`src/rtl/hkrt_pkg.sv`:
```
// Package for the HID key rollover table: slot count, item types,
// controller states and the command/status structs between controller and datapath.
// No dependencies.
package hkrt_pkg;

    localparam int KEY_SLOTS   = 6;
    localparam int REPORT_KEYS = 6;
    localparam int IDX_W       = $clog2(KEY_SLOTS);

    typedef logic [IDX_W-1:0] slot_idx_t;
    localparam slot_idx_t LAST_IDX = slot_idx_t'(KEY_SLOTS - 1);

    typedef enum logic [1:0] {
        KIND_PRESS       = 2'd0,
        KIND_RELEASE     = 2'd1,
        KIND_RELEASE_ALL = 2'd2,
        KIND_SEND        = 2'd3
    } kind_t;

    typedef struct packed {
        kind_t      kind;
        logic [7:0] keycode;
        logic       force_req;
        logic       host_ready;
    } in_item_t;

    typedef struct packed {
        logic       ok;
        logic       any_key;
        logic       transfer_request;
        logic [7:0] key_0;
        logic [7:0] key_1;
        logic [7:0] key_2;
        logic [7:0] key_3;
        logic [7:0] key_4;
        logic [7:0] key_5;
    } out_item_t;

    typedef enum logic [2:0] {
        ST_IDLE,
        ST_DECODE,
        ST_PSCAN,
        ST_PSTORE,
        ST_RSCAN,
        ST_SHIFT,
        ST_FINISH
    } state_t;

    typedef struct packed {
        logic load;
        logic scan;
        logic store;
        logic shift;
        logic clear;
        logic send;
        logic ok_we;
        logic ok_val;
        logic finish;
    } dp_cmd_t;

    typedef struct packed {
        kind_t kind;
        logic  code_zero;
        logic  hit;
        logic  at_last;
        logic  free_found;
        logic  out_free;
    } dp_status_t;

endpackage

```
`src/rtl/hkrt_datapath.sv`:
```
// Datapath of the HID key rollover table: key slots, scan index, flags
// and the result register. Depends on hkrt_pkg.
module hkrt_datapath
    import hkrt_pkg::*;
(
    input  logic       clk,
    input  logic       rst_n,
    input  in_item_t   in_data,
    input  dp_cmd_t    cmd,
    output dp_status_t status,
    input  logic       out_ready,
    output logic       out_valid,
    output out_item_t  out_data
);

    logic [7:0] held_reg [KEY_SLOTS];
    logic       dirty_reg;
    in_item_t   item_reg;
    slot_idx_t  idx_reg;
    slot_idx_t  free_idx_reg;
    logic       free_found_reg;
    logic       ok_reg;
    logic       xfer_reg;
    logic       out_valid_reg;
    out_item_t  out_data_reg;

    logic [7:0] cur_key;
    logic [7:0] shift_src;
    logic       hit;
    logic       at_last;
    logic [7:0] report_keys [REPORT_KEYS];
    logic       flag_next;
    logic       prefix_ok;

    assign cur_key   = held_reg[idx_reg];
    assign hit       = (cur_key == item_reg.keycode);
    assign at_last   = (idx_reg == LAST_IDX);
    assign shift_src = at_last ? 8'd0 : held_reg[idx_reg + slot_idx_t'(1)];
    assign flag_next = (held_reg[0] != 8'd0);

    assign status.kind       = item_reg.kind;
    assign status.code_zero  = (item_reg.keycode == 8'd0);
    assign status.hit        = hit;
    assign status.at_last    = at_last;
    assign status.free_found = free_found_reg;
    assign status.out_free   = !out_valid_reg || out_ready;

    // Slots beyond the table read as empty in the report.
    for (genvar g = 0; g < REPORT_KEYS; g++) begin : g_report
        if (g < KEY_SLOTS) begin : g_slot
            assign report_keys[g] = held_reg[g];
        end else begin : g_empty
            assign report_keys[g] = 8'd0;
        end
    end

    always_ff @(posedge clk or negedge rst_n) begin
        if (!rst_n) begin
            for (int i = 0; i < KEY_SLOTS; i++) begin
                held_reg[i] <= 8'd0;
            end
            dirty_reg      <= 1'b0;
            idx_reg        <= '0;
            free_found_reg <= 1'b0;
            out_valid_reg  <= 1'b0;
        end else begin
            if (cmd.load) begin
                idx_reg        <= '0;
                free_found_reg <= 1'b0;
            end
            if (cmd.scan) begin
                if (cur_key == 8'd0 && !free_found_reg) begin
                    free_found_reg <= 1'b1;
                end
                if (!hit && !at_last) begin
                    idx_reg <= idx_reg + slot_idx_t'(1);
                end
            end
            if (cmd.store) begin
                held_reg[free_idx_reg] <= item_reg.keycode;
                dirty_reg              <= 1'b1;
            end
            if (cmd.shift) begin
                held_reg[idx_reg] <= shift_src;
                dirty_reg         <= 1'b1;
                if (!at_last) begin
                    idx_reg <= idx_reg + slot_idx_t'(1);
                end
            end
            if (cmd.clear) begin
                for (int i = 0; i < KEY_SLOTS; i++) begin
                    held_reg[i] <= 8'd0;
                end
                dirty_reg <= 1'b1;
            end
            if (cmd.send && (dirty_reg || item_reg.force_req) && item_reg.host_ready) begin
                dirty_reg <= 1'b0;
            end
            if (cmd.finish) begin
                out_valid_reg <= 1'b1;
            end else if (out_ready) begin
                out_valid_reg <= 1'b0;
            end
        end
    end

    // Payload registers: no reset needed.
    always_ff @(posedge clk) begin
        if (cmd.load) begin
            item_reg <= in_data;
            ok_reg   <= 1'b0;
            xfer_reg <= 1'b0;
        end
        if (cmd.scan && cur_key == 8'd0 && !free_found_reg) begin
            free_idx_reg <= idx_reg;
        end
        if (cmd.ok_we) begin
            ok_reg <= cmd.ok_val;
        end
        if (cmd.send) begin
            if (dirty_reg || item_reg.force_req) begin
                xfer_reg <= 1'b1;
                ok_reg   <= item_reg.host_ready;
            end else begin
                ok_reg <= 1'b1;
            end
        end
        if (cmd.finish) begin
            out_data_reg.ok               <= ok_reg;
            out_data_reg.any_key          <= flag_next;
            out_data_reg.transfer_request <= xfer_reg;
            out_data_reg.key_0            <= report_keys[0];
            out_data_reg.key_1            <= report_keys[1];
            out_data_reg.key_2            <= report_keys[2];
            out_data_reg.key_3            <= report_keys[3];
            out_data_reg.key_4            <= report_keys[4];
            out_data_reg.key_5            <= report_keys[5];
        end
    end

    assign out_valid = out_valid_reg;
    assign out_data  = out_data_reg;

    // Occupied slots form a prefix: no key after an empty slot.
    always_comb begin
        prefix_ok = 1'b1;
        for (int i = 0; i + 1 < KEY_SLOTS; i++) begin
            if (held_reg[i] == 8'd0 && held_reg[i+1] != 8'd0) begin
                prefix_ok = 1'b0;
            end
        end
    end

    a_prefix: assert property (@(posedge clk) disable iff (!rst_n) prefix_ok)
        else $error("held keys are not packed");

    a_store_free: assert property (@(posedge clk) disable iff (!rst_n)
        cmd.store |-> free_found_reg && held_reg[free_idx_reg] == 8'd0)
        else $error("store into an occupied or unknown slot");

    a_any_key: assert property (@(posedge clk) disable iff (!rst_n)
        out_valid_reg |-> (out_data_reg.any_key == (out_data_reg.key_0 != 8'd0)))
        else $error("any_key disagrees with slot 0");

    a_out_hold: assert property (@(posedge clk) disable iff (!rst_n)
        out_valid_reg && !out_ready |=> out_valid_reg && $stable(out_data_reg))
        else $error("waiting result dropped or changed");

endmodule

```
`src/rtl/hkrt_controller.sv`:
```
// Controller of the HID key rollover table: sequences scan, store, shift, clear, send
// and result load. Depends on hkrt_pkg.
module hkrt_controller
    import hkrt_pkg::*;
(
    input  logic       clk,
    input  logic       rst_n,
    input  logic       in_valid,
    output logic       in_ready,
    input  dp_status_t status,
    output dp_cmd_t    cmd
);

    state_t state_reg;
    state_t state_next;

    always_ff @(posedge clk or negedge rst_n) begin
        if (!rst_n) begin
            state_reg <= ST_IDLE;
        end else begin
            state_reg <= state_next;
        end
    end

    always_comb begin
        state_next = state_reg;
        unique case (state_reg)
            ST_IDLE: begin
                if (in_valid) begin
                    state_next = ST_DECODE;
                end
            end
            ST_DECODE: begin
                unique case (status.kind)
                    KIND_PRESS:   state_next = status.code_zero ? ST_FINISH : ST_PSCAN;
                    KIND_RELEASE: state_next = status.code_zero ? ST_FINISH : ST_RSCAN;
                    default:      state_next = ST_FINISH;
                endcase
            end
            ST_PSCAN: begin
                if (status.hit) begin
                    state_next = ST_FINISH;
                end else if (status.at_last) begin
                    state_next = ST_PSTORE;
                end
            end
            ST_PSTORE: state_next = ST_FINISH;
            ST_RSCAN: begin
                if (status.hit) begin
                    state_next = ST_SHIFT;
                end else if (status.at_last) begin
                    state_next = ST_FINISH;
                end
            end
            ST_SHIFT: begin
                if (status.at_last) begin
                    state_next = ST_FINISH;
                end
            end
            ST_FINISH: begin
                if (status.out_free) begin
                    state_next = ST_IDLE;
                end
            end
            default: state_next = ST_IDLE;
        endcase
    end

    always_comb begin
        cmd      = '0;
        in_ready = 1'b0;
        unique case (state_reg)
            ST_IDLE: begin
                in_ready = 1'b1;
                cmd.load = in_valid;
            end
            ST_DECODE: begin
                unique case (status.kind)
                    KIND_PRESS: begin
                        cmd.ok_we  = status.code_zero;
                        cmd.ok_val = 1'b1;
                    end
                    KIND_RELEASE: begin
                        cmd.ok_we  = status.code_zero;
                        cmd.ok_val = 1'b0;
                    end
                    KIND_RELEASE_ALL: begin
                        cmd.clear  = 1'b1;
                        cmd.ok_we  = 1'b1;
                        cmd.ok_val = 1'b1;
                    end
                    default: cmd.send = 1'b1;
                endcase
            end
            ST_PSCAN: begin
                cmd.scan   = 1'b1;
                cmd.ok_we  = status.hit;
                cmd.ok_val = 1'b1;
            end
            ST_PSTORE: begin
                cmd.store  = status.free_found;
                cmd.ok_we  = 1'b1;
                cmd.ok_val = status.free_found;
            end
            ST_RSCAN: begin
                cmd.scan   = 1'b1;
                cmd.ok_we  = status.hit || status.at_last;
                cmd.ok_val = status.hit;
            end
            ST_SHIFT:  cmd.shift  = 1'b1;
            ST_FINISH: cmd.finish = status.out_free;
            default: ;
        endcase
    end

    a_finish_free: assert property (@(posedge clk) disable iff (!rst_n)
        cmd.finish |-> status.out_free)
        else $error("result loaded over an untaken result");

    a_load_idle: assert property (@(posedge clk) disable iff (!rst_n)
        cmd.load |=> state_reg == ST_DECODE)
        else $error("accepted transaction not decoded");

    a_one_write: assert property (@(posedge clk) disable iff (!rst_n)
        $onehot0({cmd.store, cmd.shift, cmd.clear, cmd.send}))
        else $error("conflicting table commands");

endmodule

```
`src/rtl/hid_key_rollover_table.sv`:
```
// HID key rollover table, top level: joins the controller and datapath.
// Scan and shift walk one slot a cycle.
// Throughput: one transaction at a time; in_ready returns the cycle after the result register loads.
// Press and release walk the slots; zero keycode, release-all and send go from decode straight to finish; each transaction ends back in idle.
// Reset (rst_n low, asynchronous): all slots empty, flags clear, no result pending, ready for input.
// Depends on hkrt_pkg, hkrt_controller, hkrt_datapath.
module hid_key_rollover_table
    import hkrt_pkg::*;
(
    input  logic      clk,
    input  logic      rst_n,
    input  logic      in_valid,
    output logic      in_ready,
    input  in_item_t  in_data,
    output logic      out_valid,
    input  logic      out_ready,
    output out_item_t out_data
);

    // Commands from the controller, status back from the datapath.
    dp_cmd_t    cmd;
    dp_status_t status;

    // Sequence each transaction: decode, then scan the slots and store or shift, or clear, or send.
    hkrt_controller u_ctrl (
        .clk      (clk),
        .rst_n    (rst_n),
        .in_valid (in_valid),
        .in_ready (in_ready),
        .status   (status),
        .cmd      (cmd)
    );

    // Hold the key slots and flags; the result register decouples the output
    // so a waiting result does not block the table walk of the next transaction.
    hkrt_datapath u_dp (
        .clk       (clk),
        .rst_n     (rst_n),
        .in_data   (in_data),
        .cmd       (cmd),
        .status    (status),
        .out_ready (out_ready),
        .out_valid (out_valid),
        .out_data  (out_data)
    );

endmodule
```
`config.mk`:
```
export PLATFORM = sky130hd
export DESIGN_NAME = hid_key_rollover_table
export DESIGN_NICKNAME = d
export VERILOG_FILES = /design/src/rtl/hkrt_pkg.sv /design/src/rtl/hkrt_datapath.sv /design/src/rtl/hkrt_controller.sv /design/src/rtl/hid_key_rollover_table.sv
export SDC_FILE = /design/constraint.sdc
export NUM_CORES = 1
export LEC_CHECK = 0
export BUFFER_PORTS_ARGS = -buffer_cell sky130_fd_sc_hd__buf_4
export CAP_MARGIN = 15
export CELL_PAD_IN_SITES_DETAIL_PLACEMENT = 0
export CELL_PAD_IN_SITES_GLOBAL_PLACEMENT = 2
export CORE_ASPECT_RATIO = 1.75
export CORE_MARGIN = 3
export CORE_UTILIZATION = 40
export DETAILED_ROUTE_END_ITERATION = 12
export GPL_ROUTABILITY_DRIVEN = 0
export PLACE_DENSITY = 0.86
export SYNTH_ARGS = -nofsm -noshare
export SYNTH_HDL_FRONTEND = slang
export SYNTH_SLANG_ARGS = --single-unit
```
`constraint.sdc`:
```
create_clock -name clk -period 4.4 [get_ports clk]
set_input_delay 0.22 -clock clk [delete_from_list [all_inputs] [get_ports clk]]
set_output_delay 0.22 -clock clk [all_outputs]
set_load 0.02 [all_outputs]
```
==> Word-level counts from Yosys, hierarchy flattened <==
Index checks and enable logic that the tools add are counted.
{ "op_classes": {"addsub": 1, "magnitude_cmp": 5, "eq_ne": 13, "muxes": 58, "bitwise_logic": 3, "n_reduce_logical": 26} }
{ "ops": {"columns": ["cell", "n"], "rows": [
  ["two-way mux 48 bit", 3],
  ["bitwise mux 48 bit", 2],
  ["two-way mux 8 bit", 7],
  ["binary-select mux 8 bit (select 3 bit)", 2],
  ["demux 8 bit (select 3 bit)", 2],
  ["two-way mux 3 bit", 12],
  ["two-way mux 1 bit", 24],
  ["case mux 3 bit (7 select lines)", 1],
  ["zero test 8 bit", 2],
  ["equality test 3 bit (second input constant)", 4],
  ["greater-or-equal comparator 4 bit (second input constant)", 3],
  ["inverter 3 -> 4 bit", 3],
  ["equality test 8 bit", 1],
  ["logical AND 1 bit", 8],
  ["less-than comparator 4 x 1 -> 1 bit (second input constant)", 2],
  ["case mux 2 bit (4 select lines)", 1],
  ["nonzero test 8 bit", 1],
  ["equality test 3 x 2 -> 1 bit (second input constant)", 2],
  ["case mux 2 bit (3 select lines)", 1],
  ["case mux 3 bit (2 select lines)", 1],
  ["zero test 1 bit", 4],
  ["two-way mux 2 bit", 2],
  ["nonzero test 4 bit", 1],
  ["adder 3 x 1 -> 3 bit (second input constant)", 1],
  ["14 further kinds", 16]
]} }
{ "totals": {"regBits": 125, "in_bits": 16, "output_inout_bits": 53, "word_cells": 133} }

==> Logic depth before layout (Yosys ltp) <==
Gate-level depths: netlist (run 1).
{ "logic_depth": {"word_depth": 11, "mapped_depth": 10, "ltp_nobuf": 7} }

==> Hierarchy <==
From an unflattened synthesis (run 1), not the netlist that was laid out.
{ "unflattened": {"cells_unflattened": 532, "hier_area_um2": 6356.1} }
{ "by_module_without_submodules": {"columns": ["module", "instances", "cells_per_inst", "area_each_um2", "seq_area_each_um2"], "rows": [
  ["hkrt_datapath", 1, 481, 5958.2, 3383.2],
  ["hkrt_controller", 1, 51, 397.9, 75.1]
]} }

==> Least setup slack after synthesis (run 1) <==
Ideal clock, no wire load.
{ "synth_path": {"path_kind": "register to register", "start": "register u_ctrl.state_reg[1]", "end": "register u_dp.out_data_reg (netlist bit u_dp.out_data[0]) (enable)", "setup_ns": 0.477, "t_arrival_ns": 3.289, "t_required_ns": 3.923, "slack_ns": 0.634, "stages_incl_launch_ff": 4, "path_buffers": 1, "period_less_slack_ns": 3.766, "path_cell_list": "dfrtp_1 > clkbuf_1 > nand3_1 > a21oi_1"} }
{ "synth_rtl": {"columns": ["item", "line", "source"], "rows": [
  ["from (decl)", "hkrt_controller.sv:14", "state_t state_reg;"],
  ["from (signal assigned)", "hkrt_controller.sv:21", "state_reg <= state_next;"],
  ["to (decl)", "hkrt_datapath.sv:25", "out_item_t out_data_reg;"]
]} }

==> Final worst setup path (run 1) <==
{ "layout_path": {"start": "register u_dp.idx_reg[2]", "end": "register u_dp.ok_reg (data pin)"} }
{ "layout_via": {"elab_chain_len": 9, "elab_cells_between_ends": 10, "classes_between": "eq/ne (2); mux (6); bitwise (1); reduce/logical (1)"} }
{ "layout_rtl": {"columns": ["item", "line", "source"], "rows": [
  ["from (decl)", "hkrt_datapath.sv:19", "slot_idx_t idx_reg;"],
  ["from (signal assigned)", "hkrt_datapath.sv:76", "idx_reg <= idx_reg + slot_idx_t'(1);"],
  ["from (signal assigned)", "hkrt_datapath.sv:87", "idx_reg <= idx_reg + slot_idx_t'(1);"],
  ["inverter 3 -> 4 bit (implied by the code)", "hkrt_datapath.sv:35", "assign cur_key = held_reg[idx_reg];"],
  ["binary-select mux 8 bit (select 3 bit)", "hkrt_datapath.sv:35", null],
  ["two-way mux 8 bit (implied by the code) (2 in series)", "hkrt_datapath.sv:35", null],
  ["equality test 8 bit", "hkrt_datapath.sv:36", "assign hit = (cur_key == item_reg.keycode);"],
  ["logical OR 1 bit", "hkrt_controller.sv:107", "cmd.ok_we = status.hit || status.at_last;"],
  ["case mux 2 bit (4 select lines) (*)", "hkrt_controller.sv:72", "unique case (state_reg)"],
  ["two-way mux 1 bit (*)", "hkrt_datapath.sv:117", "if (cmd.ok_we) begin"],
  ["two-way mux 1 bit (*)", "hkrt_datapath.sv:120", "if (cmd.send) begin"],
  ["to (signal assigned)", "hkrt_datapath.sv:118", "ok_reg <= cmd.ok_val;"],
  ["to (signal assigned)", "hkrt_datapath.sv:123", "ok_reg <= item_reg.host_ready;"],
  ["to (decl)", "hkrt_datapath.sv:22", "logic ok_reg;"]
]} }
Every way passes the cells marked *; elsewhere a longest branch is shown, timed or not. The select of a mux whose other input is x is not followed.
A chain may end at the register's enable or synchronous reset.

==> metrics.md, run 1 <==
| Metric | Value |
|---|---|
| Top-area cell type share of the netlist area | 32.3% |
| Worst slew pin tran | 910 ps |
| DR iter-0 viols | 334 |
| Vias in the first global route | 4896 |
| Remaining global-route overflow | 0 |
| Synth Flop Type | edfxtp_1 |
| Min Tclk post-route | 3590 ps |
| CTS H-tree depth | 4 |
| FF+latch count, synth | 125 |
| Outcome | finished, final reports clean |
| Internal power | 3260 µW |
| Max reg flops | 51 |
| Core box area | 15100 µm² |
| Max-slew violation count | 0 |
| Number of synthesized flops with an enable pin | 67 |
| Sequential area share after synthesis | 55.5% |
| CTS root buffer | clkbuf_16 |
| Detailed-route via count | 4751 |
| Crit start category | flip-flop |
| ANT cells | 0 |
| Unique masters post-synth | 56 |
| DR top layer | met4 |
| Die height | 171 µm |
| Main area contributors after synthesis | edfxtp_1 32%, dfrtp_1 23%, mux2i_1 7.9% |
| Cell Area, Synth | 6230 µm² |
| Clock power frac | 28.3% |
| Share of power burned in registers | 39.5% |
| Worst-case vdd ir drop | 0.337 mV |
| Inserted Clock Buffers | 17 |
| Total track usage | 21.6% |
| Dpl ws | 880 ps |
| Die ar. | 17200 µm² |
| Worst Path Arrival | 3810 ps |
| Gate Count Post-Synth | 526 |
| Synthesized area per cell | 11.8 µm² |
| Ys async rst share | 45.6% |
| Sw frac | 38.2% |
| CTS tree | yes |
| RSZ-0062 raised after global routing | false |
| Latest clock arrival within the worst-skew pair | 420 ps |
| Final Cycle Share | 81.5% |
| Worst Setup End Kind | flip-flop |
| Hold Fails Final Rpt | 0 |
| Maxcap violations | 0 |
| Final Skew | 6.72 ps |
| Fin nets | 611 |
| Min-Delay Path Class | input pin to flip-flop |
| Initial antenna violation count | 0 |
| Fin worst setup slack | 814 ps |
| # rows | 59 |
| Critical path class | flip-flop to flip-flop |
| Max Fclk | 0.279 GHz |
| Most frequent cells after synthesis | 67 x edfxtp_1, 61 x nor2_1, 57 x dfrtp_1 |
| Starting Density | 41.4% |
| Mapped Nets | 544 |
| Combinational share of power | 32.2% |
| Total power | 5270 µW |
| Critical path fanouts, max | 18 |
| First-pass GRT wire length | 27700 µm |
| Chip width | 100 µm |
| Post-DRT Antenna Nets | 0 |
| Layout cells sized above 1 | 24.8% |
| CTS Buffer Depth | 2 |
| # IOs | 69 |
| Detail Route met3 WL | 846 µm |
| Fin cells | 789 |
| DR vias/cell | 6.02 |
| Switching Power | 2010 µW |
| Area growth, synth to finish | 22.6% |
| Drt first pass iters | 6 |
| CP required | 4630 ps |
| IO Port Bufs | 68 |
| Drc violations | 0 |
| DRT Wirelength | 17900 µm |
| Worst-path clk slew | 60 ps |
| Synth warn | 0 |
| Max-Slew Margin vs Limit | 38.5% |
| Dpl cells | 743 |
| Clock Sinks | 125 |
| Met2 WL | 9690 µm |
| Setup violators final | 0 |
| Yosys top cell by area | edfxtp_1 |
| Pwr per Cell Area | 690 nW/µm² |
| Dpl hpwl | 12200 µm |
| Setup tns final | 0 ps |
| WL/cell | 22.7 µm |
| Setup Buffers After CTS | 0 |
| Leak | 0.00319 µW |
| Pin count of the biggest net entering global routing | 58 |
| Count leader, synth | edfxtp_1 |
| Fill cells | 1355 |
| M1 WL | 6220 µm |
-- stage by stage --
| stage | area [µm²] | hold slack, ps | util [%] |
|---|---|---|---|
| 2_1_floorplan | 6230 | -75.6 | - |
| 3_3_place_gp | 6870 | 340 | 45.6 |
| 3_5_place_dp | 6870 | 351 | 45.6 |
| 4_1_cts | 7640 | 273 | 50.7 |
| 5_1_grt | 7640 | 345 | 50.7 |
| 6_report | 7640 | 274 | 50.7 |
-- kinds of logic after synthesis --
group	share of synthesized area, %
compound gates	12.8
xor+xnor	0.562
fa+ha+maj	0.402
buf+inv	3.19
flops	55.5
mux	15.9
simple gates	11.6
-- per-layer routing --
metal	vias up	track usage, %
met3	68	3.92
met5	-	0
met2	208	38.8
li1	2132	-
met1	2343	22.9
met4	0	13.5
-- final cells by class --
cell class	instances	area (µm²)	area share (%)
inverters	10	37.5	0.491
clock buffers	17	425	5.57
clock inverters	15	200	2.62
repair buffers	88	696	9.11
multi-input cells	351	2590	33.9
flip-flops and latches	125	3460	45.3
well taps	183	229	3.00
-- power by group through the flow --
stage | clock [µW] | combinational, µW | sequential, µW
floorplan | 0 | 1250 | 1900
global placement | 0 | 1640 | 2080
detailed placement | 0 | 1670 | 2100
CTS | 1510 | 1690 | 2080
global route | 1560 | 1830 | 2130
finish | 1490 | 1700 | 2080
-- layout by cell type (no fill, tap or decap), types with 5 or more instances in the layout --
cell type	netlist	routed
buf_4	0	74
edfxtp_1	67	67
nor2_1	61	60
dfrtp_1	57	56
a211oi_1	52	52
mux2i_1	49	49
nand2_1	28	28
mux2_2	26	26
a21oi_1	23	22
clkbuf_16	0	17
dlygate4sd3_1	0	14
nand3_1	13	13
inv_1	10	10
mux4_2	8	8
o21ai_0	7	7
nor3_1	7	6
nor3b_1	6	6
inv_6	0	6
nor4_1	5	5
-- final timing paths --
kind,from,to,slack (ps),depth (start not counted)
worst max register to register,u_dp.idx_reg[2],u_dp.ok_reg,810,7
max in group asynchronous,rst_n,u_dp.held_reg[14],3440,2
worst min register to register,u_dp.xfer_reg,u_dp.out_data[48],450,0
worst max-delay path,u_dp.idx_reg[2],u_dp.ok_reg,810,7
worst min-delay path,in_valid,u_ctrl.state_reg[0],270,3
min in group asynchronous,rst_n,u_dp.dirty_reg,410,2
-- worst max-delay path: stages (launching register included) --
cell       delay, ps
dfrtp_1          660
nor2b_1          790
a222oi_1         230
xnor2_1          190
or4_4            600
nor4_4           470
a21oi_2          120
a2111oi_2        340
-- what timing repair did --
action / CTS / global route
gates resized for setup: 0 / 0
hold buffers: 14 / 0
hold endpoints to repair: 70 / 0
Note: power is estimated with default switching activity, not from simulation.
==> run 2: changes to the inputs <==
==> constraint.sdc (replaced) <==
create_clock -name clk -period 3.3 [get_ports clk]
set_input_delay 0.165 -clock clk [delete_from_list [all_inputs] [get_ports clk]]
set_output_delay 0.165 -clock clk [all_outputs]
set_load 0.02 [all_outputs]
==> metrics.md, run 2 (synthesis results as in run 1) <==
| Metric | Value |
|---|---|
| Min-Delay Path Class | input pin to flip-flop |
| WHS Endpoint | u_ctrl.state_reg[0] |
| Worst slew pin tran | 853 ps |
| Worst r2r path cells | 8 |
| Worst-path clk slew | 60 ps |
| Initial antenna violation count | 0 |
| CTS H-tree depth | 4 |
| Combinational share of power | 37.4% |
| RR Endpoint | u_dp.ok_reg |
| Worst Path Arrival | 3240 ps |
| Hold Fails Final Rpt | 0 |
| RSZ-0062 raised after global routing | false |
| Vias in the first global route | 4956 |
| Critical path buffer and inverter count | 1 |
| Final Cycle Share | 94.9% |
| # rows | 59 |
| Fin cells | 820 |
| Internal power | 4480 µW |
| Total track usage | 22.4% |
| Die ar. | 17200 µm² |
| Max Fclk | 0.319 GHz |
| Inserted Clock Buffers | 17 |
| Dpl cells | 773 |
| Commonest cells after routing, fill and taps aside | 104 x buf_4, 67 x edfxtp_1, 60 x nor2_1 |
| CTS root buffer | clkbuf_16 |
| Fin worst setup slack | 169 ps |
| Max-slew violation count | 0 |
| Post-DRT Antenna Nets | 0 |
| Critical hold path startpoint | in_valid |
| Outcome | finished, final reports clean |
| Latest clock arrival within the worst-skew pair | 420 ps |
| Crit-path cells | buf_4 -> mux2_2 -> a22oi_1 -> a211oi_1 -> or4_4 -> o31ai_2 -> a221oi_1 -> o21ai_0 |
| ANT cells | 0 |
| Pin count of the biggest net entering global routing | 58 |
| DRT Wirelength | 18500 µm |
| Fin nets | 642 |
| Chip width | 100 µm |
| DR iter-0 viols | 307 |
| Maxcap violations | 0 |
| Detailed-route via count | 4863 |
| Sw frac | 38.2% |
| CP delay by family, top | compound AO/OA/AOI/OAI gates |
| Starting Density | 41.4% |
| Critical path class | flip-flop to flip-flop |
| Die height | 171 µm |
| Max-Slew Margin vs Limit | 43.0% |
| Core box area | 15100 µm² |
| Drc violations | 0 |
| Worst r2r src | u_dp.idx_reg[0] |
| Drt first pass iters | 6 |
| Clock Sinks | 125 |
| WL/cell | 22.5 µm |
| Hold depth | 3 |
| DR vias/cell | 5.93 |
| Leak | 0.00334 µW |
| Commonest non-fill, non-tap cell in the layout | buf_4 |
| Remaining global-route overflow | 0 |
| First-pass GRT wire length | 28600 µm |
| # IOs | 69 |
| Pwr per Cell Area | 921 nW/µm² |
| Area growth, synth to finish | 26.3% |
| Dpl ws | 173 ps |
| Layout cells sized above 1 | 28.7% |
| Reg2Reg Setup Slack | 170 ps |
| Slowest CP cell | or4_4 |
| Worst-case vdd ir drop | 0.454 mV |
| Setup violators final | 0 |
| Share of power burned in registers | 36.4% |
| Fill cells | 1339 |
| Total power | 7250 µW |
| Min Tclk post-route | 3130 ps |
| Clock power frac | 26.2% |
| CTS tree | yes |
| Critical path fanouts, max | 20 |
| Worst Setup End Kind | flip-flop |
| CTS Buffer Depth | 2 |
| IO Port Bufs | 68 |
| Crit start category | flip-flop |
| Final Util | 52.3% |
| CP required | 3410 ps |
| Switching Power | 2770 µW |
| Max reg flops | 51 |
| Dpl hpwl | 13400 µm |
| Setup tns final | 0 ps |
| Final Skew | 7.38 ps |
| Worst path max stage delay | 540 ps |
==> run 2: cell types whose count changed in the layout (fill, tap and decap cells not counted), sizes merged <==
cell	previous run	this run
buf	74	105
bufinv	3	2
clkinv	1	4
inv	19	17
==> run 2: metal layers <==
metal  up-vias  GRT usage (%)  part of all wire [%]
li1       2203              -                     -
met1      2431           24.2                    36
met2       164           40.0                    54
met3        65           3.55                   3.5
met4         0           14.4                   6.4
met5         -              0                     0
==> run 2: what timing repair did <==
action | in CTS | in global routing
hold endpoints to repair | 70 | 0
hold buffers | 14 | 0
resized for setup | 0 | 3
endpoints found under the setup margin | 0 | 2
buffers inserted | 0 | 1
==> run 2: worst register-to-register path, stage by stage (launching register included) <==
cell and delay, ps:
dfrtp_2 470, buf_4 310, mux2_2 380, a22oi_1 280, a211oi_1 130, or4_4 540
o31ai_2 320, a221oi_1 170, o21ai_0 220
==> run 2: area by class of cell <==
cell class	count	area (µm²)	share of cell area, %
clock buffers	17	425	5.40
repair buffers	119	941	12.0
clock inverters	15	176	2.24
flip-flops and latches	125	3460	43.9
well taps	183	229	2.91
inverters	10	37.5	0.477
multi-input cells	351	2600	33.1
==> run 2: how the worst max path moves through the flow <==
stage                    start          end  slack, ps  cells past startpoint
6_report       u_dp.idx_reg[0]  u_dp.ok_reg        170                      8
5_1_grt        u_dp.idx_reg[0]  u_dp.ok_reg         20                      8
3_3_place_gp   u_dp.idx_reg[0]  u_dp.ok_reg        270                      8
4_1_cts        u_dp.idx_reg[0]  u_dp.ok_reg        160                      8
3_5_place_dp   u_dp.idx_reg[0]  u_dp.ok_reg        170                      8
2_1_floorplan  u_dp.idx_reg[0]  u_dp.ok_reg        420                      8
==> run 2: power groups by stage <==
stage                     clock (µW)  combinational, µW  sequential, µW
after global routing            2010               2910            2690
after detailed placement           0               2650            2670
final                           1900               2710            2640
after global placement             0               2610            2650
after CTS                       1930               2680            2640
after floorplan                    0               1670            2530
==> run 2: metrics by stage <==
step           hold WS, ps  cell area [µm²]
2_1_floorplan         -131             6230
3_3_place_gp           294             7110
3_5_place_dp           297             7110
4_1_cts                245             7850
5_1_grt                300             7870
6_report               232             7870
